`src/rtl/bfs_pkg.sv`:
```
// ----------------------------------------------------------------------------
// bfs_pkg: shared types and constants of the bounded FIFO with search
// Action and status codes, controller states and the command/status
// structs that join the controller and the datapath.
// ----------------------------------------------------------------------------
`default_nettype none

package bfs_pkg;

  localparam int unsigned DEPTH_DEF = 8;
  localparam int unsigned CAP_W     = 4;
  localparam int unsigned VAL_W     = 32;
  localparam int unsigned STAT_W    = 3;
  localparam logic [CAP_W-1:0] CAP_RESET = 4'd5;

  typedef enum logic [1:0] {
    ACT_ENQ    = 2'd0,
    ACT_DEQ    = 2'd1,
    ACT_SEARCH = 2'd2,
    ACT_LIST   = 2'd3
  } action_e;

  typedef enum logic [STAT_W-1:0] {
    ST_OK      = 3'd0,
    ST_FULL    = 3'd1,
    ST_EMPTY   = 3'd2,
    ST_FOUND   = 3'd3,
    ST_MISSING = 3'd4,
    ST_LISTED  = 3'd5
  } status_e;

  typedef enum logic [1:0] {
    S_IDLE,
    S_EXEC,
    S_WALK
  } state_e;

  // controller -> datapath
  typedef struct packed {
    logic load;        // latch action and value
    logic enq;         // run enqueue
    logic deq;         // run dequeue
    logic short_done;  // search/list on an empty queue
    logic walk_start;  // issue read of the oldest entry
    logic walk_step;   // consume one read entry
  } cmd_t;

  // datapath -> controller
  typedef struct packed {
    action_e action;
    logic    empty;
    logic    walk_last;
  } stat_t;

endpackage

`default_nettype wire

```
`src/rtl/bfs_ram.sv`:
```
// ----------------------------------------------------------------------------
// bfs_ram: generic single-write, single-read RAM
// One write port and one read port with registered read data.
// ----------------------------------------------------------------------------
`default_nettype none

module bfs_ram #(
  parameter int unsigned WIDTH = 32,
  parameter int unsigned DEPTH = 8,
  localparam int unsigned AW   = (DEPTH > 1) ? $clog2(DEPTH) : 1
) (
  input  wire logic             clk_i,
  input  wire logic             we_i,
  input  wire logic [AW-1:0]    waddr_i,
  input  wire logic [WIDTH-1:0] wdata_i,
  input  wire logic [AW-1:0]    raddr_i,
  output logic      [WIDTH-1:0] rdata_o
);

  logic [WIDTH-1:0] mem_q [DEPTH];
  logic [WIDTH-1:0] rdata_q;

  always_ff @(posedge clk_i) begin
    if (we_i) begin
      mem_q[waddr_i] <= wdata_i;
    end
    rdata_q <= mem_q[raddr_i];
  end

  assign rdata_o = rdata_q;

endmodule

`default_nettype wire

```
`src/rtl/bfs_ctrl.sv`:
```
// ----------------------------------------------------------------------------
// bfs_ctrl: operation sequencer
// Takes an item, runs enqueue/dequeue in one step, or walks the stored
// entries one per cycle for search and list.
// ----------------------------------------------------------------------------
`default_nettype none

module bfs_ctrl (
  input  wire logic           clk_i,
  input  wire logic           rst_ni,
  input  wire logic           start_i,
  output logic                busy_o,
  input  wire bfs_pkg::stat_t stat_i,
  output bfs_pkg::cmd_t       cmd_o
);

  bfs_pkg::state_e state_q, state_d;

  always_ff @(posedge clk_i or negedge rst_ni) begin
    if (!rst_ni) begin
      state_q <= bfs_pkg::S_IDLE;
    end else begin
      state_q <= state_d;
    end
  end

  always_comb begin
    state_d = state_q;
    cmd_o   = '0;
    busy_o  = 1'b1;
    unique case (state_q)
      bfs_pkg::S_IDLE: begin
        busy_o = 1'b0;
        if (start_i) begin
          cmd_o.load = 1'b1;
          state_d    = bfs_pkg::S_EXEC;
        end
      end
      bfs_pkg::S_EXEC: begin
        unique case (stat_i.action)
          bfs_pkg::ACT_ENQ: begin
            cmd_o.enq = 1'b1;
            state_d   = bfs_pkg::S_IDLE;
          end
          bfs_pkg::ACT_DEQ: begin
            cmd_o.deq = 1'b1;
            state_d   = bfs_pkg::S_IDLE;
          end
          default: begin
            if (stat_i.empty) begin
              cmd_o.short_done = 1'b1;
              state_d          = bfs_pkg::S_IDLE;
            end else begin
              cmd_o.walk_start = 1'b1;
              state_d          = bfs_pkg::S_WALK;
            end
          end
        endcase
      end
      bfs_pkg::S_WALK: begin
        cmd_o.walk_step = 1'b1;
        if (stat_i.walk_last) begin
          state_d = bfs_pkg::S_IDLE;
        end
      end
      default: begin
        state_d = bfs_pkg::S_IDLE;
      end
    endcase
  end

endmodule

`default_nettype wire

```
`src/rtl/bfs_dp.sv`:
```
// ----------------------------------------------------------------------------
// bfs_dp: queue datapath
// Ring storage, head pointer, count, capacity register, walk counter,
// match logic and the registered result.
// ----------------------------------------------------------------------------
`default_nettype none

module bfs_dp #(
  parameter int unsigned DEPTH = bfs_pkg::DEPTH_DEF,
  localparam int unsigned PtrW = (DEPTH > 1) ? $clog2(DEPTH) : 1,
  localparam int unsigned CntW = $clog2(DEPTH + 1)
) (
  input  wire logic                          clk_i,
  input  wire logic                          rst_ni,
  input  wire bfs_pkg::cmd_t                 cmd_i,
  output bfs_pkg::stat_t                     stat_o,
  input  wire logic [1:0]                    action_i,
  input  wire logic signed [bfs_pkg::VAL_W-1:0] value_i,
  input  wire logic                          cfg_we_i,
  input  wire logic [bfs_pkg::CAP_W-1:0]     cfg_wdata_i,
  output logic                               result_valid_o,
  output logic [bfs_pkg::STAT_W-1:0]         status_o,
  output logic signed [bfs_pkg::VAL_W-1:0]   element_o,
  output logic                               last_o,
  output logic [CntW-1:0]                    occupancy_o,
  output logic                               is_full_o,
  output logic                               is_empty_o
);

  localparam int unsigned CmpW = (CntW > bfs_pkg::CAP_W) ? CntW : bfs_pkg::CAP_W;

  // head + offset modulo DEPTH; both operands stay below or at DEPTH
  function automatic logic [PtrW-1:0] slot(input logic [PtrW-1:0] head,
                                           input logic [PtrW-1:0] off);
    logic [PtrW:0] sum;
    sum = {1'b0, head} + {1'b0, off};
    if (sum >= (PtrW+1)'(DEPTH)) begin
      sum = sum - (PtrW+1)'(DEPTH);
    end
    return sum[PtrW-1:0];
  endfunction

  logic [bfs_pkg::CAP_W-1:0]  capacity_q;
  logic [PtrW-1:0]            head_q, head_d;
  logic [CntW-1:0]            count_q, count_d;
  logic [CntW-1:0]            idx_q;
  bfs_pkg::action_e           action_q;
  logic [bfs_pkg::VAL_W-1:0]  value_q;
  logic                       hit_q;

  logic                       res_valid_q;
  bfs_pkg::status_e           res_status_q;
  logic [bfs_pkg::VAL_W-1:0]  res_elem_q;
  logic                       res_last_q;
  logic [CntW-1:0]            res_occ_q;
  logic                       res_full_q;
  logic                       res_empty_q;

  logic                       emit;
  bfs_pkg::status_e           status_n;
  logic [bfs_pkg::VAL_W-1:0]  elem_n;
  logic                       last_n;

  logic [CmpW-1:0]            cap_ext, eff_cap;
  logic                       full_now, empty_now, walk_last, match;
  logic [CntW-1:0]            idx_inc;
  logic                       ram_we;
  logic [PtrW-1:0]            ram_waddr, ram_raddr;
  logic [bfs_pkg::VAL_W-1:0]  ram_rdata;

  assign cap_ext   = CmpW'(capacity_q);
  assign eff_cap   = (cap_ext > CmpW'(DEPTH)) ? CmpW'(DEPTH) : cap_ext;
  assign full_now  = CmpW'(count_q) >= eff_cap;
  assign empty_now = (count_q == '0);
  assign idx_inc   = idx_q + CntW'(1);
  assign walk_last = (idx_inc == count_q);
  assign match     = (ram_rdata == value_q);

  assign ram_waddr = slot(head_q, count_q[PtrW-1:0]);
  // during a walk, read one entry ahead of the one being consumed
  assign ram_raddr = cmd_i.walk_start ? head_q : slot(head_q, idx_inc[PtrW-1:0]);

  bfs_ram #(
    .WIDTH (bfs_pkg::VAL_W),
    .DEPTH (DEPTH)
  ) u_ram (
    .clk_i   (clk_i),
    .we_i    (ram_we),
    .waddr_i (ram_waddr),
    .wdata_i (value_q),
    .raddr_i (ram_raddr),
    .rdata_o (ram_rdata)
  );

  always_comb begin
    count_d  = count_q;
    head_d   = head_q;
    ram_we   = 1'b0;
    emit     = 1'b0;
    status_n = bfs_pkg::ST_OK;
    elem_n   = '0;
    last_n   = 1'b1;
    if (cmd_i.enq) begin
      emit = 1'b1;
      if (full_now) begin
        status_n = bfs_pkg::ST_FULL;
      end else begin
        ram_we  = 1'b1;
        count_d = count_q + CntW'(1);
      end
    end
    if (cmd_i.deq) begin
      emit = 1'b1;
      if (empty_now) begin
        status_n = bfs_pkg::ST_EMPTY;
      end else begin
        head_d  = slot(head_q, PtrW'(1));
        count_d = count_q - CntW'(1);
      end
    end
    if (cmd_i.short_done) begin
      emit     = 1'b1;
      status_n = (action_q == bfs_pkg::ACT_SEARCH) ? bfs_pkg::ST_MISSING
                                                   : bfs_pkg::ST_EMPTY;
    end
    if (cmd_i.walk_step) begin
      if (action_q == bfs_pkg::ACT_LIST) begin
        emit     = 1'b1;
        status_n = bfs_pkg::ST_LISTED;
        elem_n   = ram_rdata;
        last_n   = walk_last;
      end else if (walk_last) begin
        emit     = 1'b1;
        status_n = (hit_q || match) ? bfs_pkg::ST_FOUND : bfs_pkg::ST_MISSING;
      end
    end
  end

  always_ff @(posedge clk_i or negedge rst_ni) begin
    if (!rst_ni) begin
      capacity_q  <= bfs_pkg::CAP_RESET;
      head_q      <= '0;
      count_q     <= '0;
      action_q    <= bfs_pkg::ACT_ENQ;
      idx_q       <= '0;
      hit_q       <= 1'b0;
      res_valid_q <= 1'b0;
    end else begin
      if (cfg_we_i) begin
        capacity_q <= cfg_wdata_i;
      end
      head_q      <= head_d;
      count_q     <= count_d;
      res_valid_q <= emit;
      if (cmd_i.load) begin
        action_q <= bfs_pkg::action_e'(action_i);
      end
      if (cmd_i.walk_start) begin
        idx_q <= '0;
        hit_q <= 1'b0;
      end else if (cmd_i.walk_step) begin
        idx_q <= idx_inc;
        hit_q <= hit_q | match;
      end
    end
  end

  // payload registers
  always_ff @(posedge clk_i) begin
    if (cmd_i.load) begin
      value_q <= value_i;
    end
    if (emit) begin
      res_status_q <= status_n;
      res_elem_q   <= elem_n;
      res_last_q   <= last_n;
      res_occ_q    <= count_d;
      res_full_q   <= CmpW'(count_d) >= eff_cap;
      res_empty_q  <= (count_d == '0);
    end
  end

  assign stat_o.action    = action_q;
  assign stat_o.empty     = empty_now;
  assign stat_o.walk_last = walk_last;

  assign result_valid_o = res_valid_q;
  assign status_o       = res_status_q;
  assign element_o      = res_elem_q;
  assign last_o         = res_last_q;
  assign occupancy_o    = res_occ_q;
  assign is_full_o      = res_full_q;
  assign is_empty_o     = res_empty_q;

endmodule

`default_nettype wire

```
`src/rtl/bounded_fifo_with_search_top.sv`:
```
// Enqueue/dequeue: busy only in S_EXEC; the result is registered and strobed after S_EXEC.
// Search/list over n entries: busy through S_EXEC and S_WALK, one storage read per cycle from
// the single RAM read port; list results appear one per cycle.
// A new item is taken in the cycle its predecessor's last result is shown.
// Reset: queue empty, head at slot 0, capacity 5; storage contents undefined.
// ----------------------------------------------------------------------------
// bounded_fifo_with_search_top: bounded FIFO with search and list
// Sequencer plus datapath; results are strobed and cannot be stalled.
// ----------------------------------------------------------------------------
`default_nettype none

module bounded_fifo_with_search_top #(
  parameter int unsigned DEPTH = bfs_pkg::DEPTH_DEF,
  localparam int unsigned CntW = $clog2(DEPTH + 1)
) (
  input  wire logic                             clk_i,
  input  wire logic                             rst_ni,
  input  wire logic                             start_i,
  output logic                                  busy_o,
  input  wire logic [1:0]                       action_i,
  input  wire logic signed [bfs_pkg::VAL_W-1:0] value_i,
  input  wire logic                             cfg_we_i,
  input  wire logic [bfs_pkg::CAP_W-1:0]        cfg_wdata_i,
  output logic                                  result_valid_o,
  output logic [bfs_pkg::STAT_W-1:0]            status_o,
  output logic signed [bfs_pkg::VAL_W-1:0]      element_o,
  output logic                                  last_o,
  output logic [CntW-1:0]                       occupancy_o,
  output logic                                  is_full_o,
  output logic                                  is_empty_o
);

  bfs_pkg::cmd_t  cmd;
  bfs_pkg::stat_t stat;

  bfs_ctrl u_ctrl (
    .clk_i   (clk_i),
    .rst_ni  (rst_ni),
    .start_i (start_i),
    .busy_o  (busy_o),
    .stat_i  (stat),
    .cmd_o   (cmd)
  );

  bfs_dp #(
    .DEPTH (DEPTH)
  ) u_dp (
    .clk_i          (clk_i),
    .rst_ni         (rst_ni),
    .cmd_i          (cmd),
    .stat_o         (stat),
    .action_i       (action_i),
    .value_i        (value_i),
    .cfg_we_i       (cfg_we_i),
    .cfg_wdata_i    (cfg_wdata_i),
    .result_valid_o (result_valid_o),
    .status_o       (status_o),
    .element_o      (element_o),
    .last_o         (last_o),
    .occupancy_o    (occupancy_o),
    .is_full_o      (is_full_o),
    .is_empty_o     (is_empty_o)
  );

  a_accept_busy : assert property (@(posedge clk_i) disable iff (!rst_ni)
    (start_i && !busy_o) |=> busy_o)
    else $error("item accepted but sequencer not busy");

  a_last_idle : assert property (@(posedge clk_i) disable iff (!rst_ni)
    (result_valid_o && last_o) |-> !busy_o)
    else $error("final result while sequencer still busy");

  a_listed_nonempty : assert property (@(posedge clk_i) disable iff (!rst_ni)
    (result_valid_o && status_o == bfs_pkg::ST_LISTED) |-> !is_empty_o)
    else $error("listed entry from an empty queue");

  a_occ_bound : assert property (@(posedge clk_i) disable iff (!rst_ni)
    result_valid_o |-> (occupancy_o <= CntW'(DEPTH)))
    else $error("occupancy above storage depth");

endmodule

`default_nettype wire
```
`config.mk`:
```
export PLATFORM = sky130hd
export DESIGN_NAME = bounded_fifo_with_search_top
export DESIGN_NICKNAME = d
export VERILOG_FILES = /design/src/rtl/bfs_pkg.sv /design/src/rtl/bfs_ram.sv /design/src/rtl/bfs_ctrl.sv /design/src/rtl/bfs_dp.sv /design/src/rtl/bounded_fifo_with_search_top.sv
export SDC_FILE = /design/constraint.sdc
export NUM_CORES = 1
export LEC_CHECK = 0
export ABC_AREA = 1
export BUFFER_PORTS_ARGS = -buffer_cell sky130_fd_sc_hd__buf_2
export CAP_MARGIN = 20
export CORE_MARGIN = 2
export CORE_UTILIZATION = 49
export DETAILED_ROUTE_END_ITERATION = 8
export PLACE_DENSITY = 0.68
export SYNTH_ARGS = -nofsm -noshare
export SYNTH_HDL_FRONTEND = slang
export SYNTH_SLANG_ARGS = --single-unit
export TNS_END_PERCENT = 30
```
`constraint.sdc`:
```
create_clock -name clk_i -period 4.6 [get_ports clk_i]
set_input_delay 1.15 -clock clk_i [delete_from_list [all_inputs] [get_ports clk_i]]
set_output_delay 1.15 -clock clk_i [all_outputs]
set_load 0.03 [all_outputs]
```
==> flow_metrics.py, run 1 <==
metrics = {
    "die": {
        "start_util_pct": 49.64,
        "fp.dieW_um": 185.6,
        "fp.coreArea_sq_mm": 0.03254,
        "rows": 66,
        "die_h_um": 185.6,
        "dieArea_sq_mm": 0.03443,
        "ios": 86,
    },
    "synth": {
        "synth_area_leaders": "edfxtp_1 (61%), nand2_1 (12%), o211ai_2 (4.3%), inv_1 (4.2%), dfxtp_1 (4.0%)",
        "netlist.area_leader.share_pct": 61.36,
        "synth_edf_count": 330,
        "synth_most_common_cell": "nand2_1",
        "synth_top_flop_cell": "edfxtp_1",
        "synthTopCellsByCount": "nand2_1 (503), edfxtp_1 (330), inv_1 (180), nor2_1 (63), o211ai_2 (55)",
        "syn-num-nets": 1440,
        "avgSynthCellArea_sq_um": 11.69,
        "ys_seq_elements": 383,
        "synthDistinctLibCells": 37,
        "yosysTopAreaCell": "edfxtp_1",
        "async_reset_ff_share_pct": 5.483,
        "synth-warning-count": 0,
        "synthCells": 1382,
        "syn-cell-area_sq_mm": 0.01615,
        "seq_area_frac_synth_pct": 68.59,
    },
    "sta": {
        "max_slew_margin_pct": 30.77,
        "slew_violations": 0,
        "finalHoldViolCount": 0,
        "worst_slew_pin_slew_ps": 1036,
        "clock.fmax_mhz": 315.6,
        "min_period_ps": 3168,
        "min_period_over_period_pct": 68.87,
        "setup_viol": 0,
        "finClkSkew_ps": 19.53,
        "rsz0062_at_grt": "false",
        "setup_tns_ps": 0,
    },
    "grt": {
        "grt_pass1_wl_mm": 49.54,
        "grt_antenna_before_repair": 0,
        "grt_use_total_pct": 18.60,
        "grt_max_degree": 99,
        "grt_overflow_total": 0,
        "grt_pass1_vias": 9255,
    },
    "clocking": {
        "cts-buffers-inserted": 40,
        "post_cts_buffers": 0,
        "cts_sinks": 383,
        "clkLatencyLatePin_ps": 530,
        "ctsLongestPathBuffers": 3,
        "cts_resized": 0,
        "clkTransAtPathRegs_ps": 60,
        "cts_max_level": 2,
        "cts_tree": "yes",
        "root_buffer": "clkbuf_16",
        "postCtsHoldBufs": 0,
    },
    "critical_path": {
        "crit_path_start_kind": "flip-flop",
        "cp_top_family": "simple AND/OR/NAND/NOR gates",
        "critPathKind": "reg -> reg",
        "cp-end-kind": "flip-flop",
        "cpPeakStageDelay_ps": 690,
        "cp_cell_sequence": "inv_1, nor2_1, ha_1, o21ai_0, nand2_1, nand2_1, nand3_1, nor2_4, buf_4",
        "critPathRequiredTime_ps": 4800,
        "worst-path-buf-inv": 2,
        "critical_path.slowest_cell": "nor2_4",
        "cpMostUsedCell": "nand2_1",
        "reg2reg_from": "u_dp.cap_ext[0]",
        "cp_max_fo": 17,
        "crit_start": "u_dp.cap_ext[0]",
        "worstPathArrival_ps": 3370,
    },
    "cells_and_area": {
        "finalNonFillerCells": 1946,
        "antenna-diode-count": 0,
        "register_area_sq_mm": 0.01108,
        "final_nets": 1532,
        "layout-drive-gt1-share_pct": 16.09,
        "areaGrowthSynthToFinish_pct": 12.70,
        "multi_input_area_sq_mm": 0.004018,
        "fillers": 2756,
    },
    "place": {
        "portBuffers": 85,
        "gp_congestion": 0.8162,
        "dp_hpwl_mm": 18.03,
        "placed_cells": 1873,
    },
    "routing": {
        "drt_first_pass_iters": 5,
        "postRouteAntennaNets": 0,
        "wl_mm": 31.19,
        "vias_per_cell": 4.909,
        "drc": 0,
        "vias": 9552,
        "wl_per_cell_um": 16.03,
        "drt_iter0_drc": 758,
    },
    "job": {
        "cap_violations": 0,
    },
    "worst_hold_path": {
        "hold_path_class": "reg -> reg",
        "min-delay-start": "u_dp.cap_ext[0]",
    },
    "outcome": {
        "status": "finished, final reports clean",
    },
}
per-layer routing:
| layer | wire (um) | up-vias | track usage (%) | share of wire [%] |
|---|---|---|---|---|
| li1 | - | 4732 | - | - |
| met1 | 14070 | 4546 | 25.84 | 45 |
| met2 | 14890 | 230 | 30.52 | 48 |
| met3 | 1668 | 44 | 3.033 | 5.3 |
| met4 | 573 | 0 | 5.165 | 1.8 |
| met5 | 0 | - | 0 | 0 |
metrics by stage:
stage          setup slack (ps)  util, %  cell area, sq um  hold WS (ps)
2_1_floorplan              1165        -             16150         460.3
3_3_place_gp               1509    51.83             16860         494.9
3_5_place_dp               1416    51.83             16860         496.4
4_1_cts                    1384    55.86             18170         504.2
5_1_grt                    1194    55.94             18200         538.8
6_report                   1432    55.94             18200         507.5
flip-flops by register name, indices dropped and copies added, names as in the netlist:
| signal | count |
|---|---|
| u_ctrl.state_q | 2 |
| u_dp.action_q | 2 |
| u_dp.cap_ext | 4 |
| u_dp.count_q | 4 |
| u_dp.element_o | 32 |
| u_dp.head_q | 3 |
| u_dp.hit_q | 1 |
| u_dp.idx_q | 4 |
| u_dp.is_empty_o | 1 |
| u_dp.is_full_o | 1 |
| u_dp.last_o | 1 |
| u_dp.occupancy_o | 4 |
| u_dp.result_valid_o | 1 |
| u_dp.status_o | 3 |
| u_dp.u_ram.mem_q | 256 |
| u_dp.u_ram.rdata_o | 32 |
| u_dp.value_q | 32 |
final cells by class:
class,instances,area share [%]
clock inverters,11,0.7562
clock buffers,61,6.434
well taps,442,3.038
flip-flops and latches,383,60.86
multi-input cells,766,22.07
inverters,184,3.808
repair buffers,99,3.025
worst reg2reg max path, cell delays in order (launching register included):
cell     delay, ps
dfstp_2        510
inv_1           50
nor2_1         130
ha_1           250
o21ai_0        150
nand2_1         90
nand2_1        190
nand3_1        360
nor2_4         700
buf_4          420
placed cells by master (no fill, tap or decap), types with 4 or more instances in the layout:
cell type / netlist / layout
nand3_1: 20 / 19
buf_2: 18 / 85
xnor2_1: 19 / 19
clkbuf_1: 3 / 13
o21ai_0: 14 / 14
ha_1: 14 / 14
clkbuf_16: 0 / 41
dfxtp_1: 32 / 32
a21oi_1: 5 / 5
dfrtp_1: 19 / 19
nor2_4: 0 / 8
edfxtp_1: 330 / 330
o211ai_2: 55 / 55
clkbuf_8: 0 / 7
nand4_1: 4 / 4
o211ai_1: 40 / 40
xor2_1: 4 / 4
inv_1: 180 / 179
buf_4: 1 / 13
nor2_1: 63 / 55
nand2_1: 503 / 503
cells by family after synthesis:
| logic type | share of synthesized area [%] |
|---|---|
| mux | 0.1394 |
| flops | 68.59 |
| xor+xnor | 1.449 |
| buf+inv | 6.988 |
| compound gates | 6.887 |
| fa+ha+maj | 1.333 |
| simple gates | 14.61 |
worst paths after layout:
check                      slack [ps]                       to  cells after the start
setup / recovery                 1430  u_dp.u_ram.mem_q[3][29]                      9
hold / removal                    510          u_dp.cap_ext[0]                      2
setup reg to reg                 1430  u_dp.u_ram.mem_q[3][29]                      9
hold reg to reg                   510          u_dp.cap_ext[0]                      2
max in group asynchronous        3670          u_dp.cap_ext[2]                      1
min in group asynchronous         580          u_dp.cap_ext[3]                      1
Power of run 1 is not shown: default switching activity piles up to over one toggle a cycle in this logic, so the estimate is an artifact.
==> run 2, diff against run 1 <==
clock period = 3 ns   (was 4.6 ns; I/O delays follow)
==> flow_metrics.py, run 2 (synthesis results as in run 1) <==
metrics = {
    "sta": {
        "finalHoldViolCount": 0,
        "finClkSkew_ps": 21.94,
        "clock.fmax_mhz": 365.8,
        "slew_violations": 0,
        "min_period_ps": 2734,
        "min_period_over_period_pct": 91.13,
        "max_slew_margin_pct": 64.34,
        "setup_viol": 0,
        "rsz0062_at_grt": "false",
        "worst_slew_pin_slew_ps": 534.9,
    },
    "clocking": {
        "cts_max_level": 2,
        "clkLatencyLatePin_ps": 540,
        "cts-buffers-inserted": 41,
        "root_buffer": "clkbuf_16",
        "clkTransAtPathRegs_ps": 60,
        "cts_tree": "yes",
        "cts_sinks": 383,
        "ctsLongestPathBuffers": 3,
    },
    "routing": {
        "drt_iter0_drc": 645,
        "vias": 9572,
        "wl_per_cell_um": 15.83,
        "drc": 0,
        "postRouteAntennaNets": 0,
        "drt_first_pass_iters": 5,
        "wl_mm": 31.11,
        "vias_per_cell": 4.871,
    },
    "critical_path": {
        "cp_max_fo": 7,
        "crit_path_start_kind": "flip-flop",
        "critPathKind": "reg -> reg",
        "cp-end-kind": "flip-flop",
        "crit_start": "u_dp.cap_ext[0]",
        "r2r-end": "u_dp.is_full_o",
        "critPathRequiredTime_ps": 3280,
        "worstPathArrival_ps": 3010,
        "cp-endpoint": "u_dp.is_full_o",
        "reg2reg_from": "u_dp.cap_ext[0]",
        "reg2regPathDepth": 16,
        "rrSetupSlack_ps": 270,
    },
    "grt": {
        "grt_pass1_vias": 9416,
        "grt_overflow_total": 0,
        "grt_pass1_wl_mm": 49.31,
        "grt_antenna_before_repair": 0,
        "grt_max_degree": 101,
        "grt_use_total_pct": 18.53,
    },
    "cells_and_area": {
        "final_common_cell": "nand2_1",
        "antenna-diode-count": 0,
        "final_nets": 1548,
        "final_cell_mix": "nand2_1 (502), edfxtp_1 (330), inv_1 (179)",
        "largest_reg_flops": 256,
        "finalNonFillerCells": 1965,
        "fillers": 2702,
        "areaGrowthSynthToFinish_pct": 14.39,
        "layout-drive-gt1-share_pct": 17.47,
        "regMostFlops": "u_dp.u_ram.mem_q",
    },
    "place": {
        "gp_congestion": 0.8248,
        "placed_cells": 1889,
        "portBuffers": 85,
        "dp_hpwl_mm": 18.70,
    },
    "die": {
        "ios": 86,
        "start_util_pct": 49.64,
        "dieArea_sq_mm": 0.03443,
        "die_h_um": 185.6,
        "fp.coreArea_sq_mm": 0.03254,
        "fp.dieW_um": 185.6,
        "rows": 66,
    },
    "outcome": {
        "status": "finished, final reports clean",
    },
    "worst_hold_path": {
        "hold_path_class": "in -> async",
    },
    "job": {
        "cap_violations": 0,
    },
}
run 2: critical path, stage by stage, from the launching register on:
cell and delay (ps):
dfstp_2 510, inv_1 40, nor2_1 130, ha_1 250, o21ai_0 190, nand2_1 110, nand2_2 130, nand2_1 90
nand2_1 70, nand3_1 60, o21ai_0 120, inv_1 120, ha_1 320, inv_1 70, nor2_1 40, o211ai_1 150
nand3_1 80
run 2: worst min-delay path by stage:
stage                         to  slack (ps)
3_3_place_gp     u_dp.cap_ext[0]         490
5_1_grt           u_dp.head_q[0]         210
6_report         u_dp.cap_ext[1]         170
4_1_cts           u_dp.head_q[0]         170
2_1_floorplan  u_ctrl.state_q[0]         450
3_5_place_dp     u_dp.cap_ext[0]         500
run 2: stage by stage:
stage	util (%)	hold slack (ps)	cell area (sq um)	setup TNS [ps]	setup slack (ps)
6_report	56.78	174.8	18470	0	266.2
5_1_grt	56.78	208.2	18470	0	57.05
4_1_cts	56.77	173.4	18470	0	202.9
3_5_place_dp	52.59	495.2	17110	0	214.6
3_3_place_gp	52.59	487.2	17110	0	288.3
2_1_floorplan	-	454.4	16150	-82620	-434.8
run 2: cell type report:
class                           count  area, sq um  share of cell area [%]
Clock inverter                     24        211.5                   1.145
Tap cell                          442        553.0                   2.994
Multi-Input combinational cell    766         4020                   21.76
Inverter                          184        693.2                   3.752
Sequential cell                   383        11080                   59.97
Timing Repair Buffer              114        768.2                   4.158
Clock buffer                       52         1150                   6.224
run 2: timing repair:
item                                    in CTS  in global routing
endpoints found under the setup margin       0                  1
hold buffers                                 0                  0
setup buffers                                0                  0
gates resized for setup                      0                  1
run 2: metal layers:
metal  up-vias  GRT usage, %  wire length, um
li1       4776             -                -
met1      4558         25.37            14340
met2       188         30.84            14710
met3        50         2.915             1338
met4         0         5.323              725
met5         -             0                0
Power of run 2 is left out for the same reason.
==> run 3, diff against run 2 <==
PLACE_DENSITY = default   (was 0.68)
PLACE_DENSITY_LB_ADDON = 0.25   (was default)
==> flow_metrics.py, run 3 (synthesis results as in run 1) <==
metrics = {
    "critical_path": {
        "cp-end-kind": "flip-flop",
        "reg2regPathDepth": 16,
        "reg2reg_from": "u_dp.cap_ext[0]",
        "critPathRequiredTime_ps": 3260,
        "rrSetupSlack_ps": 280,
        "critPathKind": "reg -> reg",
        "worstPathArrival_ps": 2980,
        "r2r-end": "u_dp.is_full_o",
        "cp_max_fo": 7,
        "crit_start": "u_dp.cap_ext[0]",
        "crit_path_start_kind": "flip-flop",
        "cp-endpoint": "u_dp.is_full_o",
    },
    "clocking": {
        "cts-buffers-inserted": 40,
        "postCtsHoldBufs": 0,
        "root_buffer": "clkbuf_16",
        "clkTransAtPathRegs_ps": 60,
        "cts_tree": "yes",
        "post_cts_buffers": 0,
        "ctsLongestPathBuffers": 3,
        "cts_sinks": 383,
        "clkLatencyLatePin_ps": 520,
        "cts_max_level": 2,
        "cts_resized": 0,
    },
    "grt": {
        "grt_max_degree": 76,
        "grt_overflow_total": 0,
        "grt_antenna_before_repair": 0,
        "grt_use_total_pct": 18.65,
        "grt_pass1_vias": 9176,
        "grt_pass1_wl_mm": 49.25,
    },
    "die": {
        "start_util_pct": 49.64,
        "fp.dieW_um": 185.6,
        "fp.coreArea_sq_mm": 0.03254,
        "die_h_um": 185.6,
        "dieArea_sq_mm": 0.03443,
        "rows": 66,
        "ios": 86,
    },
    "cells_and_area": {
        "final_nets": 1544,
        "antenna-diode-count": 0,
        "postLayoutCellArea_sq_mm": 0.01839,
        "areaGrowthSynthToFinish_pct": 13.84,
        "fin_util_pct": 56.51,
        "final_cell_mix": "nand2_1 (503), edfxtp_1 (330), inv_1 (179)",
        "layout-drive-gt1-share_pct": 16.82,
        "regMostFlops": "u_dp.u_ram.mem_q",
        "final_common_cell": "nand2_1",
        "largest_reg_flops": 256,
        "fillers": 2772,
    },
    "sta": {
        "rsz0062_at_grt": "false",
        "setup_viol": 0,
        "min_period_over_period_pct": 90.64,
        "clock.fmax_mhz": 367.8,
        "min_period_ps": 2719,
        "worst_slew_pin_slew_ps": 830.1,
        "fin_ws_ps": 280.9,
        "max_slew_margin_pct": 44.58,
        "finClkSkew_ps": 12.91,
        "slew_violations": 0,
        "finalHoldViolCount": 0,
    },
    "job": {
        "cap_violations": 0,
    },
    "routing": {
        "drt_first_pass_iters": 7,
        "postRouteAntennaNets": 0,
        "wl_per_cell_um": 15.85,
        "drt_iter0_drc": 604,
        "vias_per_cell": 4.882,
        "wl_mm": 31.03,
        "drc": 0,
        "vias": 9558,
    },
    "worst_hold_path": {
        "hold_path_class": "in -> async",
    },
    "place": {
        "portBuffers": 85,
        "dp_hpwl_mm": 17.98,
        "dp_slack_ps": 291.1,
        "placed_cell_area_sq_mm": 0.01714,
        "gp_congestion": 0.8294,
    },
    "outcome": {
        "status": "finished, final reports clean",
    },
}
## run 3: critical path, cell delays in order (launching register included)
cell and delay (ps):
dfstp_2 510, inv_1 40, nor2_1 150, ha_1 250, o21ai_0 150, nand2_1 90, nand2_1 180, nand2_1 110
nand2_1 70, nand3_1 60, o21ai_0 100, inv_1 110, ha_1 320, inv_1 60, nor2_1 30, o211ai_1 150
nand3_1 80
## run 3: stage by stage
step / hold slack (ps) / setup TNS [ps] / cells
2_1_floorplan: 454.4 / -82620 / 1382
3_3_place_gp: 486.3 / 0 / 1886
3_5_place_dp: 486.2 / 0 / 1886
4_1_cts: 191.9 / 0 / 1958
5_1_grt: 217.8 / 0 / 1958
6_report: 186.7 / 0 / 1958
## run 3: per-layer routing
metal / vias up / GRT usage, % / share of wire [%]
met2: 179 / 31.48 / 48
li1: 4777 / - / -
met4: 0 / 4.882 / 1.9
met1: 4560 / 25.60 / 46
met3: 42 / 2.524 / 4.2
met5: - / 0 / 0
## run 3: worst min path at each step
stage,endpoint,cells after the start,start
6_report,u_dp.action_q[0],1,rst_ni
3_3_place_gp,u_dp.cap_ext[0],2,u_dp.cap_ext[0]
5_1_grt,u_dp.cap_ext[1],1,rst_ni
2_1_floorplan,u_ctrl.state_q[0],0,rst_ni
4_1_cts,u_dp.cap_ext[1],1,rst_ni
3_5_place_dp,u_dp.cap_ext[0],2,u_dp.cap_ext[0]
## run 3: layout make-up
type                    count  area, sq um  area share [%]
repair buffers            111        783.3           4.260
clock buffers              56         1142           6.213
clock inverters            16        107.6          0.5852
flip-flops and latches    383        11080           60.25
multi-input cells         766         4029           21.91
inverters                 184        693.2           3.770
well taps                 442        553.0           3.008
Power of run 3 is left out for the same reason.
